**config.mk**
```make
export PLATFORM = sky130hd
export DESIGN_NAME = rf_burst_detector
export DESIGN_NICKNAME = d
export VERILOG_FILES = /design/src/sv/rfbd_pkg.sv /design/src/sv/rfbd_ctrl.sv /design/src/sv/rfbd_dp.sv /design/src/sv/rf_burst_detector.sv
export SDC_FILE = /design/constraint.sdc
export NUM_CORES = 2
export LEC_CHECK = 0
export BUFFER_PORTS_ARGS = -buffer_cell sky130_fd_sc_hd__buf_2
export CORE_MARGIN = 2
export CORE_UTILIZATION = 60
export CTS_BUF_LIST = sky130_fd_sc_hd__clkbuf_8
export CTS_CLUSTER_DIAMETER = 80
export DETAILED_ROUTE_END_ITERATION = 16
export HOLD_SLACK_MARGIN = 0.06
export PLACE_DENSITY = 0.75
export SYNTH_ARGS = -nofsm -noshare
export SYNTH_HDL_FRONTEND = slang
export SYNTH_SLANG_ARGS = --single-unit
```
**constraint.sdc**
```tcl
create_clock -name clk -period 24.3 [get_ports clk]
set_input_delay 1.215 -clock clk [delete_from_list [all_inputs] [get_ports clk]]
set_output_delay 1.215 -clock clk [all_outputs]
set_load 0.01 [all_outputs]
```
**src/sv/rfbd_pkg.sv**
```systemverilog
package rfbd_pkg;

  typedef struct packed {
    logic signed [15:0] sample_i;
    logic signed [15:0] sample_q;
  } in_t;

  typedef struct packed {
    logic [2:0]  event_res;
    logic [47:0] sample_index;
    logic [31:0] offset_in_burst;
    logic [31:0] event_length;
    logic [7:0]  kept_sub_count;
    logic [47:0] magnitude_sum;
    logic [31:0] active_samples;
    logic [15:0] noise_floor_out;
    logic [23:0] threshold_out;
  } out_t;

  localparam int DefIndexWidth = 48;

  // configuration register indexes
  localparam logic [2:0] CFG_THRESHOLD_FACTOR = 3'd0;
  localparam logic [2:0] CFG_NOISE_WINDOW     = 3'd1;
  localparam logic [2:0] CFG_MIN_SAMPLES      = 3'd2;
  localparam logic [2:0] CFG_QUIET_SAMPLES    = 3'd3;
  localparam logic [2:0] CFG_COALESCE_SAMPLES = 3'd4;

  localparam logic [7:0]  RST_THRESHOLD_FACTOR = 8'd8;
  localparam logic [15:0] RST_NOISE_WINDOW     = 16'd1000;
  localparam logic [15:0] RST_MIN_SAMPLES      = 16'd150;
  localparam logic [15:0] RST_QUIET_SAMPLES    = 16'd20;
  localparam logic [23:0] RST_COALESCE_SAMPLES = 24'd10000;
  localparam logic [23:0] RST_THRESHOLD        = 24'd100000;

  // receiver modes
  localparam logic [1:0] MODE_LISTEN   = 2'd0;
  localparam logic [1:0] MODE_COALESCE = 2'd1;
  localparam logic [1:0] MODE_RX       = 2'd2;

  // events
  localparam logic [2:0] EV_BURST_START = 3'd0;
  localparam logic [2:0] EV_SUB_START   = 3'd1;
  localparam logic [2:0] EV_SUB_STOP    = 3'd2;
  localparam logic [2:0] EV_SUB_CANCEL  = 3'd3;
  localparam logic [2:0] EV_BURST_DONE  = 3'd4;
  localparam logic [2:0] EV_BURST_DROP  = 3'd5;

  // datapath operations
  localparam logic [3:0] OP_NONE  = 4'd0;
  localparam logic [3:0] OP_LOAD  = 4'd1;
  localparam logic [3:0] OP_SQI   = 4'd2;
  localparam logic [3:0] OP_SQQ   = 4'd3;
  localparam logic [3:0] OP_ROOT  = 4'd4;
  localparam logic [3:0] OP_ACC   = 4'd5;
  localparam logic [3:0] OP_DIV   = 4'd6;
  localparam logic [3:0] OP_FLOOR = 4'd7;
  localparam logic [3:0] OP_BURST = 4'd8;

  typedef struct packed {
    logic [3:0] op;
  } cmd_t;

  typedef struct packed {
    logic root_last;
    logic div_last;
    logic win_full;
    logic out_busy;
  } sts_t;

endpackage

```
**src/sv/rfbd_ctrl.sv**
```systemverilog
module rfbd_ctrl (
  input  logic          clk,
  input  logic          rst,
  input  logic          in_valid,
  output logic          in_stall,
  input  rfbd_pkg::sts_t sts,
  output rfbd_pkg::cmd_t cmd
);
  import rfbd_pkg::*;

  localparam logic [2:0] S_IDLE  = 3'd0;
  localparam logic [2:0] S_SQI   = 3'd1;
  localparam logic [2:0] S_SQQ   = 3'd2;
  localparam logic [2:0] S_ROOT  = 3'd3;
  localparam logic [2:0] S_ACC   = 3'd4;
  localparam logic [2:0] S_DIV   = 3'd5;
  localparam logic [2:0] S_FLOOR = 3'd6;
  localparam logic [2:0] S_BURST = 3'd7;

  logic [2:0] state, state_next;

  assign in_stall = (state != S_IDLE);

  always_comb begin
    state_next = state;
    cmd.op = OP_NONE;
    case (state)
      S_IDLE: begin
        if (in_valid) begin
          cmd.op = OP_LOAD;
          state_next = S_SQI;
        end
      end
      S_SQI: begin
        cmd.op = OP_SQI;
        state_next = S_SQQ;
      end
      S_SQQ: begin
        cmd.op = OP_SQQ;
        state_next = S_ROOT;
      end
      S_ROOT: begin
        cmd.op = OP_ROOT;
        if (sts.root_last) state_next = S_ACC;
      end
      S_ACC: begin
        cmd.op = OP_ACC;
        state_next = sts.win_full ? S_DIV : S_BURST;
      end
      S_DIV: begin
        cmd.op = OP_DIV;
        if (sts.div_last) state_next = S_FLOOR;
      end
      S_FLOOR: begin
        cmd.op = OP_FLOOR;
        state_next = S_BURST;
      end
      S_BURST: begin
        // hold until the output register can take a result
        if (!sts.out_busy) begin
          cmd.op = OP_BURST;
          state_next = S_IDLE;
        end
      end
      default: state_next = S_IDLE;
    endcase
  end

  always_ff @(posedge clk) begin
    if (rst) state <= S_IDLE;
    else state <= state_next;
  end

endmodule

```
**src/sv/rfbd_dp.sv**
```systemverilog
module rfbd_dp #(
  parameter int IndexWidth = rfbd_pkg::DefIndexWidth
) (
  input  logic           clk,
  input  logic           rst,
  input  rfbd_pkg::in_t  in_data,
  input  rfbd_pkg::cmd_t cmd,
  output rfbd_pkg::sts_t sts,
  input  logic           cfg_valid,
  input  logic [2:0]     cfg_index,
  input  logic [23:0]    cfg_data,
  output logic           out_valid,
  input  logic           out_stall,
  output rfbd_pkg::out_t out_data
);
  import rfbd_pkg::*;

  // configuration
  logic [7:0]  threshold_factor;
  logic [15:0] noise_window, min_samples, quiet_samples;
  logic [23:0] coalesce_samples;

  always_ff @(posedge clk) begin
    if (rst) begin
      threshold_factor <= RST_THRESHOLD_FACTOR;
      noise_window     <= RST_NOISE_WINDOW;
      min_samples      <= RST_MIN_SAMPLES;
      quiet_samples    <= RST_QUIET_SAMPLES;
      coalesce_samples <= RST_COALESCE_SAMPLES;
    end else if (cfg_valid) begin
      case (cfg_index)
        CFG_THRESHOLD_FACTOR: threshold_factor <= cfg_data[7:0];
        CFG_NOISE_WINDOW:     noise_window     <= cfg_data[15:0];
        CFG_MIN_SAMPLES:      min_samples      <= cfg_data[15:0];
        CFG_QUIET_SAMPLES:    quiet_samples    <= cfg_data[15:0];
        CFG_COALESCE_SAMPLES: coalesce_samples <= cfg_data;
        default: ;
      endcase
    end
  end

  logic [15:0] win, quiet;
  assign win   = (noise_window == '0) ? 16'd1 : noise_window;
  assign quiet = (quiet_samples == '0) ? 16'd1 : quiet_samples;

  // magnitude: squares, then a bit-pair-per-cycle square root
  logic [16:0] abs_i, abs_q;
  logic [31:0] sq_v, sq_r, sq_b, sq_rb;
  logic [4:0]  step;
  logic [15:0] mag;

  assign sq_rb = sq_r + sq_b;

  // window averaging with a restoring divider
  logic [31:0] window_sum, sum_new, quo;
  logic [15:0] window_count, cnt_new;
  logic [16:0] rem, rem_s;
  logic        floor_valid;
  logic [15:0] noise_floor;
  logic [23:0] detect_threshold;

  assign sum_new = window_sum + {16'd0, mag};
  assign cnt_new = window_count + 16'd1;
  assign rem_s   = {rem[15:0], quo[31]};

  assign sts.root_last = (step == 5'd15);
  assign sts.div_last  = (step == 5'd31);
  assign sts.win_full  = (cnt_new >= win);
  assign sts.out_busy  = out_valid && out_stall;

  always_ff @(posedge clk) begin
    if (rst) begin
      window_sum       <= '0;
      window_count     <= '0;
      floor_valid      <= 1'b0;
      noise_floor      <= '0;
      detect_threshold <= RST_THRESHOLD;
    end else begin
      case (cmd.op)
        OP_LOAD: begin
          abs_i <= in_data.sample_i[15] ? (17'h10000 - {1'b0, in_data.sample_i})
                                        : {1'b0, in_data.sample_i};
          abs_q <= in_data.sample_q[15] ? (17'h10000 - {1'b0, in_data.sample_q})
                                        : {1'b0, in_data.sample_q};
        end
        OP_SQI: sq_v <= {15'd0, abs_i} * {15'd0, abs_i};
        OP_SQQ: begin
          sq_v <= sq_v + ({15'd0, abs_q} * {15'd0, abs_q});
          sq_r <= '0;
          sq_b <= 32'h4000_0000;
          step <= '0;
        end
        OP_ROOT: begin
          if (sq_v >= sq_rb) begin
            sq_v <= sq_v - sq_rb;
            sq_r <= (sq_r >> 1) + sq_b;
          end else begin
            sq_r <= sq_r >> 1;
          end
          sq_b <= sq_b >> 2;
          step <= step + 5'd1;
          if (sts.root_last) mag <= (sq_v >= sq_rb) ? 16'((sq_r >> 1) + sq_b)
                                                    : 16'(sq_r >> 1);
        end
        OP_ACC: begin
          if (sts.win_full) begin
            window_sum   <= '0;
            window_count <= '0;
            quo          <= sum_new;
            rem          <= '0;
            step         <= '0;
          end else begin
            window_sum   <= sum_new;
            window_count <= cnt_new;
          end
        end
        OP_DIV: begin
          if (rem_s >= {1'b0, win}) begin
            rem <= rem_s - {1'b0, win};
            quo <= {quo[30:0], 1'b1};
          end else begin
            rem <= rem_s;
            quo <= {quo[30:0], 1'b0};
          end
          step <= step + 5'd1;
        end
        OP_FLOOR: begin
          if (!floor_valid || quo < {16'd0, noise_floor}) begin
            noise_floor      <= quo[15:0];
            floor_valid      <= 1'b1;
            detect_threshold <= {8'd0, quo[15:0]} * {16'd0, threshold_factor};
          end
        end
        default: ;
      endcase
    end
  end

  // burst tracking
  logic [1:0]  rx_mode;
  logic [23:0] under_count;
  logic [31:0] burst_samples, burst_position, sub_samples, sub_start_offset;
  logic [31:0] first_kept_start, last_kept_end;
  logic [7:0]  kept_subs;
  logic [47:0] mag_acc;
  logic [IndexWidth-1:0] sample_counter;

  logic [1:0]  mode_n;
  logic [23:0] uc_n;
  logic [31:0] bs_n, bp_n, ss_n, sso_n, fks_n, lke_n, end_off, ev_off, ev_len;
  logic [7:0]  kept_n;
  logic [48:0] acc_sum;
  logic [47:0] acc_n;
  logic        ev_hit;
  logic [2:0]  ev;

  always_comb begin
    mode_n = rx_mode;
    uc_n   = under_count;
    bs_n   = burst_samples;
    bp_n   = burst_position;
    ss_n   = sub_samples;
    sso_n  = sub_start_offset;
    fks_n  = first_kept_start;
    lke_n  = last_kept_end;
    kept_n = kept_subs;
    acc_n  = mag_acc;
    ev_hit = 1'b0;
    ev     = EV_BURST_START;
    ev_off = '0;
    ev_len = '0;
    end_off = '0;
    acc_sum = '0;

    if ({8'd0, mag} >= detect_threshold) begin
      if (rx_mode == MODE_LISTEN) begin
        mode_n = MODE_RX;
        bp_n = '0; bs_n = '0; kept_n = '0; acc_n = '0;
        ss_n = '0; sso_n = '0; fks_n = '0; lke_n = '0;
        ev_hit = 1'b1;
        ev = EV_BURST_START;
      end else if (rx_mode == MODE_COALESCE) begin
        mode_n = MODE_RX;
        sso_n = burst_position;
        ss_n = '0;
        ev_hit = 1'b1;
        ev = EV_SUB_START;
        ev_off = burst_position;
      end
      uc_n = '0;
    end else if (under_count != 24'hFF_FFFF) begin
      uc_n = under_count + 24'd1;
    end

    if (mode_n != MODE_LISTEN) begin
      if (bs_n != 32'hFFFF_FFFF) bs_n = bs_n + 32'd1;
      if (mode_n == MODE_RX) begin
        acc_sum = {1'b0, acc_n} + {33'd0, mag};
        acc_n = acc_sum[48] ? 48'hFFFF_FFFF_FFFF : acc_sum[47:0];
        if (ss_n != 32'hFFFF_FFFF) ss_n = ss_n + 32'd1;
        if (uc_n >= {8'd0, quiet}) begin
          if (ss_n >= {16'd0, min_samples}) begin
            end_off = (bp_n > {16'd0, quiet}) ? bp_n - {16'd0, quiet} : '0;
            if (end_off < sso_n) end_off = sso_n;
            if (kept_n == '0) fks_n = sso_n;
            lke_n = end_off;
            if (kept_n != 8'hFF) kept_n = kept_n + 8'd1;
            uc_n = '0;
            ev_hit = 1'b1;
            ev = EV_SUB_STOP;
            ev_off = end_off;
            ev_len = end_off - sso_n;
          end else begin
            ev_hit = 1'b1;
            ev = EV_SUB_CANCEL;
            ev_off = sso_n;
          end
          mode_n = MODE_COALESCE;
        end
      end else if (uc_n >= coalesce_samples) begin
        mode_n = MODE_LISTEN;
        ev_hit = 1'b1;
        if (bs_n >= {16'd0, min_samples} && kept_n != '0) begin
          ev = EV_BURST_DONE;
          ev_off = fks_n;
          ev_len = (lke_n > fks_n) ? lke_n - fks_n : '0;
        end else begin
          ev = EV_BURST_DROP;
        end
      end
    end
  end

  always_ff @(posedge clk) begin
    if (rst) begin
      rx_mode          <= MODE_LISTEN;
      under_count      <= '0;
      burst_samples    <= '0;
      burst_position   <= '0;
      sub_samples      <= '0;
      sub_start_offset <= '0;
      first_kept_start <= '0;
      last_kept_end    <= '0;
      kept_subs        <= '0;
      mag_acc          <= '0;
      sample_counter   <= '0;
      out_valid        <= 1'b0;
    end else begin
      if (cmd.op == OP_BURST && ev_hit) out_valid <= 1'b1;
      else if (out_valid && !out_stall) out_valid <= 1'b0;
      if (cmd.op == OP_BURST) begin
        rx_mode          <= mode_n;
        under_count      <= uc_n;
        burst_samples    <= bs_n;
        burst_position   <= (mode_n != MODE_LISTEN && bp_n != 32'hFFFF_FFFF)
                            ? bp_n + 32'd1 : bp_n;
        sub_samples      <= ss_n;
        sub_start_offset <= sso_n;
        first_kept_start <= fks_n;
        last_kept_end    <= lke_n;
        kept_subs        <= kept_n;
        mag_acc          <= acc_n;
        sample_counter   <= sample_counter + {{(IndexWidth-1){1'b0}}, 1'b1};
        if (ev_hit) begin
          out_data.event_res       <= ev;
          out_data.sample_index    <= 48'(sample_counter);
          out_data.offset_in_burst <= ev_off;
          out_data.event_length    <= ev_len;
          out_data.kept_sub_count  <= kept_n;
          out_data.magnitude_sum   <= acc_n;
          out_data.active_samples  <= bs_n;
          out_data.noise_floor_out <= noise_floor;
          out_data.threshold_out   <= detect_threshold;
        end
      end
    end
  end

endmodule

```
**src/sv/rf_burst_detector.sv**
```systemverilog
// Energy burst detector with an adaptive noise floor.
// Input channel (in_valid / in_stall / in_data) takes one complex I/Q sample
// per transfer. Output channel (out_valid / out_stall / out_data) gives at
// most one event per sample: burst start, sub-burst start/stop/cancel,
// burst done or burst dropped, with offsets, lengths, magnitude sum and the
// current noise floor and threshold.
// Configuration: cfg_valid / cfg_ready / cfg_index / cfg_data; cfg_ready is
// always high, writes should be made while no sample is in flight.
// Each sample steps through the transfer cycle with the operand load, the
// I and Q squares, the square root (two bits per cycle), the window sum
// and the burst update, which writes any event into the output register.
// A sample that closes a noise window adds the bit-serial divide and the
// floor update.
// in_stall is high from a transfer until the sample is fully processed.
// A result sits in the output register; while out_stall holds it, the
// next sample runs up to its burst update and waits there.
// Synchronous reset restores the register defaults, the listen state and
// a threshold of 100000.
module rf_burst_detector #(
  parameter int IndexWidth = rfbd_pkg::DefIndexWidth
) (
  input  logic           clk,
  input  logic           rst,
  input  logic           in_valid,
  output logic           in_stall,
  input  rfbd_pkg::in_t  in_data,
  output logic           out_valid,
  input  logic           out_stall,
  output rfbd_pkg::out_t out_data,
  input  logic           cfg_valid,
  output logic           cfg_ready,
  input  logic [2:0]     cfg_index,
  input  logic [23:0]    cfg_data
);
  import rfbd_pkg::*;

  cmd_t cmd;
  sts_t sts;

  assign cfg_ready = 1'b1;

  rfbd_ctrl u_ctrl (
    .clk      (clk),
    .rst      (rst),
    .in_valid (in_valid),
    .in_stall (in_stall),
    .sts      (sts),
    .cmd      (cmd)
  );

  rfbd_dp #(.IndexWidth(IndexWidth)) u_dp (
    .clk       (clk),
    .rst       (rst),
    .in_data   (in_data),
    .cmd       (cmd),
    .sts       (sts),
    .cfg_valid (cfg_valid && cfg_ready),
    .cfg_index (cfg_index),
    .cfg_data  (cfg_data),
    .out_valid (out_valid),
    .out_stall (out_stall),
    .out_data  (out_data)
  );

`ifndef SYNTH
  a_busy_after_take: assert property (@(posedge clk) disable iff (rst)
    in_valid && !in_stall |=> in_stall)
    else $error("no stall after sample transfer");

  a_result_in_work: assert property (@(posedge clk) disable iff (rst)
    $rose(out_valid) |-> $past(in_stall))
    else $error("result appeared with no sample in work");
`endif

endmodule
```
==> results_dict.tcl <==
set metrics [dict create \
    outcome "finished clean" \
    finalClockSkew_ns 0.0464 \
    synth_warnings 0 \
    antenna_found_initial 8 \
    drt_wl_total_mm 213 \
    cts.clk_slew.worst_paths_ns 0.06 \
    fin_crit_ns 12.00 \
    cts_made_buffers 163 \
    grt_pass1_vias 63171 \
    path_delay_family "compound AO/OA/AOI/OAI gates" \
    die_h_um 359 \
    relSlewSlack_pct 15.5 \
    grt.overflow.total 0 \
    crit_slowest_cell "nor2_1" \
    clk_latency_ns 0.93 \
    critPathMaxFanout 80 \
    ff2ff_setup_slack_ns 12.30 \
    cp.arrival_ns 12.63 \
    root_buffer "clkbuf_8" \
    cp-start-kind "flip-flop" \
    ys_ff_latch 921 \
    syn_to_final_growth_pct 8.48 \
    gp_congestion 0.975 \
    hp-class "flip-flop to flip-flop" \
    clkSinkCount 921 \
    grtUsageTotal_pct 32.9 \
    hold_violations 0 \
    htree_levels 4 \
    cts_setup_buffers 0 \
    setup_viol 0 \
    ant_nets 0 \
    io_buffers 308 \
    slew_viol_final 0 \
    first_iter_violations 5530 \
    ios 310 \
    hold_depth 0 \
    cp.required_ns 24.93 \
    max_freq_ghz 0.0833 \
    worstHoldStart "u_dp.detect_threshold[14]" \
    cts-resized-gates 0 \
    crit_top_cell "ha_1" \
    cts_tree "done" \
    post-dp-hpwl_mm 159 \
    ys_async_sr_fraction_pct 0 \
    initial_core_util_pct 60.3 \
    wl_per_cell_um 20.2 \
    drv_cap 0 \
    ff2ff_path_depth 38 \
    rsz0062_at_grt "false" \
    grt_max_degree 153 \
    synth_area_per_cell_um2 8.80 \
    critPathCaptureType "flip-flop" \
    r2r-end "u_dp.out_data[159]" \
    max_stage_delay_ns 0.85 \
    syn_inst 8592 \
    synth_cell_type_count 106 \
    crit_type "flip-flop to flip-flop" \
    worst_pin_slew_ns 1.26 \
    first_pass_iters 7 \
    fin_crit_sh_pct 49.4 \
    worst-path-buf-inv 2 \
    die-area_um2 129000 \
    viasPerCell 6.04 \
    fp-row-count 130 \
    grt_first_pass_wirelength_mm 340 \
    coreArea_um2 125000 \
    hold_end "u_dp.out_data[14]" \
    cts-hold-fix-buffers 0 \
    fin_setup_tns_ns 0 \
    die_w_um 359 \
    synth_enable_flop_cells 426 \
    r2r-start "u_dp.mag[15]" \
    drc 0 \
    seq_area_frac_synth_pct 30.0 \
    drive_gt1_share_pct 8.58 \
    synthFlopType "dfxtp_1" \
    synth_area_um2 75600 \
    final_nets 9913 \
    via_count 63692 \
    cts_buffer_depth 3 \
]
==> cells in the final DEF (no fill, tap or decap), drive strengths merged, types with 218 or more instances in the layout <==
master,synthesis,routed
nand2,1110,1110
nor2,585,585
a21oi,559,559
edfxtp,426,426
fa,506,506
ha,600,600
xor2,218,218
dfxtp,495,495
and2,295,295
o21ai,363,363
xnor2,261,261
nand3,234,234
inv,949,996
buf,52,373
==> synth_stat cells (14+ instances only) <==
master	instances	share of area, %
o21ai_0	357	2.4
nand3_1	232	1.5
nor3_1	147	0.97
o21bai_1	29	0.29
or2_2	27	0.22
nor2b_1	59	0.49
a311oi_1	21	0.24
xor2_1	218	2.5
buf_1	19	0.094
o21a_1	53	0.53
or3_1	59	0.49
fa_1	506	13
a22o_1	57	0.66
o211ai_1	47	0.47
mux2i_1	64	0.85
a21o_1	117	1.2
o22ai_1	33	0.27
ha_1	600	9.9
a22oi_1	43	0.43
clkbuf_1	336	1.7
inv_1	949	4.7
a32oi_1	19	0.22
buf_2	29	0.19
edfxtp_1	426	17
nand2b_1	63	0.52
nand3b_1	16	0.16
mux2_2	24	0.36
and3_1	109	0.90
o221ai_1	39	0.45
o41ai_1	14	0.16
and2_1	293	2.4
nand4_1	91	0.75
nor2_1	583	2.9
o31ai_1	39	0.39
o2bb2ai_1	19	0.22
nor4_1	41	0.34
a211oi_1	58	0.58
or4_1	19	0.19
a31oi_1	60	0.50
and4_1	23	0.27
nand2_1	1104	5.5
a2111oi_0	16	0.19
xnor2_1	261	3.0
a21oi_1	558	3.7
dfxtp_1	495	13
==> cell type report <==
cell class / instances / area, µm²
Clock inverter: 114 / 1020
Inverter: 952 / 3570
Fill cell: 10352 / 43400
Clock buffer: 189 / 2600
Antenna cell: 7 / 17.5
Tap cell: 1650 / 2060
Sequential cell: 921 / 22700
Multi-Input combinational cell: 6332 / 48000
Timing Repair Buffer: 373 / 2050
==> worst max path at each step <==
| stage | from | to | slack, ns | cells after the start |
|---|---|---|---|---|
| after floorplan | u_dp.detect_threshold[23] | u_dp.out_data[0] | 2.17 | 16 |
| after CTS | u_dp.mag[15] | u_dp.out_data[159] | 12.62 | 38 |
| after detailed placement | u_dp.mag[15] | u_dp.out_data[159] | 12.74 | 38 |
| after global routing | u_dp.mag[15] | u_dp.out_data[159] | 11.64 | 40 |
| final | u_dp.mag[15] | u_dp.out_data[159] | 12.30 | 38 |
| after global placement | u_dp.mag[15] | u_dp.out_data[159] | 12.88 | 38 |
==> sequential cells by signal (all words and copies together), names as in the netlist, 24 cells and up <==
| signal | cells |
|---|---|
| u_dp.out_data | 243 |
| u_dp.mag_acc | 48 |
| u_dp.sample_counter | 48 |
| u_dp.burst_position | 32 |
| u_dp.burst_samples | 32 |
| u_dp.first_kept_start | 32 |
| u_dp.last_kept_end | 32 |
| u_dp.quo | 32 |
| u_dp.sq_r | 32 |
| u_dp.sq_v | 32 |
| u_dp.sub_samples | 32 |
| u_dp.sub_start_offset | 32 |
| u_dp.window_sum | 32 |
| u_dp.coalesce_samples | 24 |
| u_dp.detect_threshold | 24 |
| u_dp.under_count | 24 |
==> kinds of logic (layout without fill, tap and decap cells) <==
group,count (synthesis),in the layout,share of synthesized area (%)
mux,88,88,1.20
simple gates,2922,2922,18.4
flops,921,921,30.0
xor+xnor,479,479,5.55
fa+ha+maj,1106,1106,23.3
other cells,2,10,0.00993
compound gates,1734,1734,14.8
buf+inv,1340,1628,6.72
==> through the flow <==
stage	worst slack [ns]	instances	instance area, µm²	hold WS (ns)	util [%]
finish	12.30	10538	82000	0.439	65.4
global route	11.64	10534	82000	0.444	65.4
CTS	12.62	10531	82000	0.435	65.4
detailed placement	12.74	10228	78400	0.419	62.5
global placement	12.88	10228	78400	0.412	62.5
floorplan	2.17	8593	75600	0.408	-
==> per-layer routing <==
layer | up-vias | part of all wire, % | global-route usage [%]
li1 | 29743 | - | -
met1 | 30811 | 41 | 42.7
met2 | 2621 | 47 | 54.4
met3 | 513 | 7.9 | 5.55
met4 | 4 | 4.2 | 13.8
met5 | - | 0.013 | 0
Power is not shown: default switching activity piles up to over one toggle a cycle in this logic, so the estimate is an artifact.
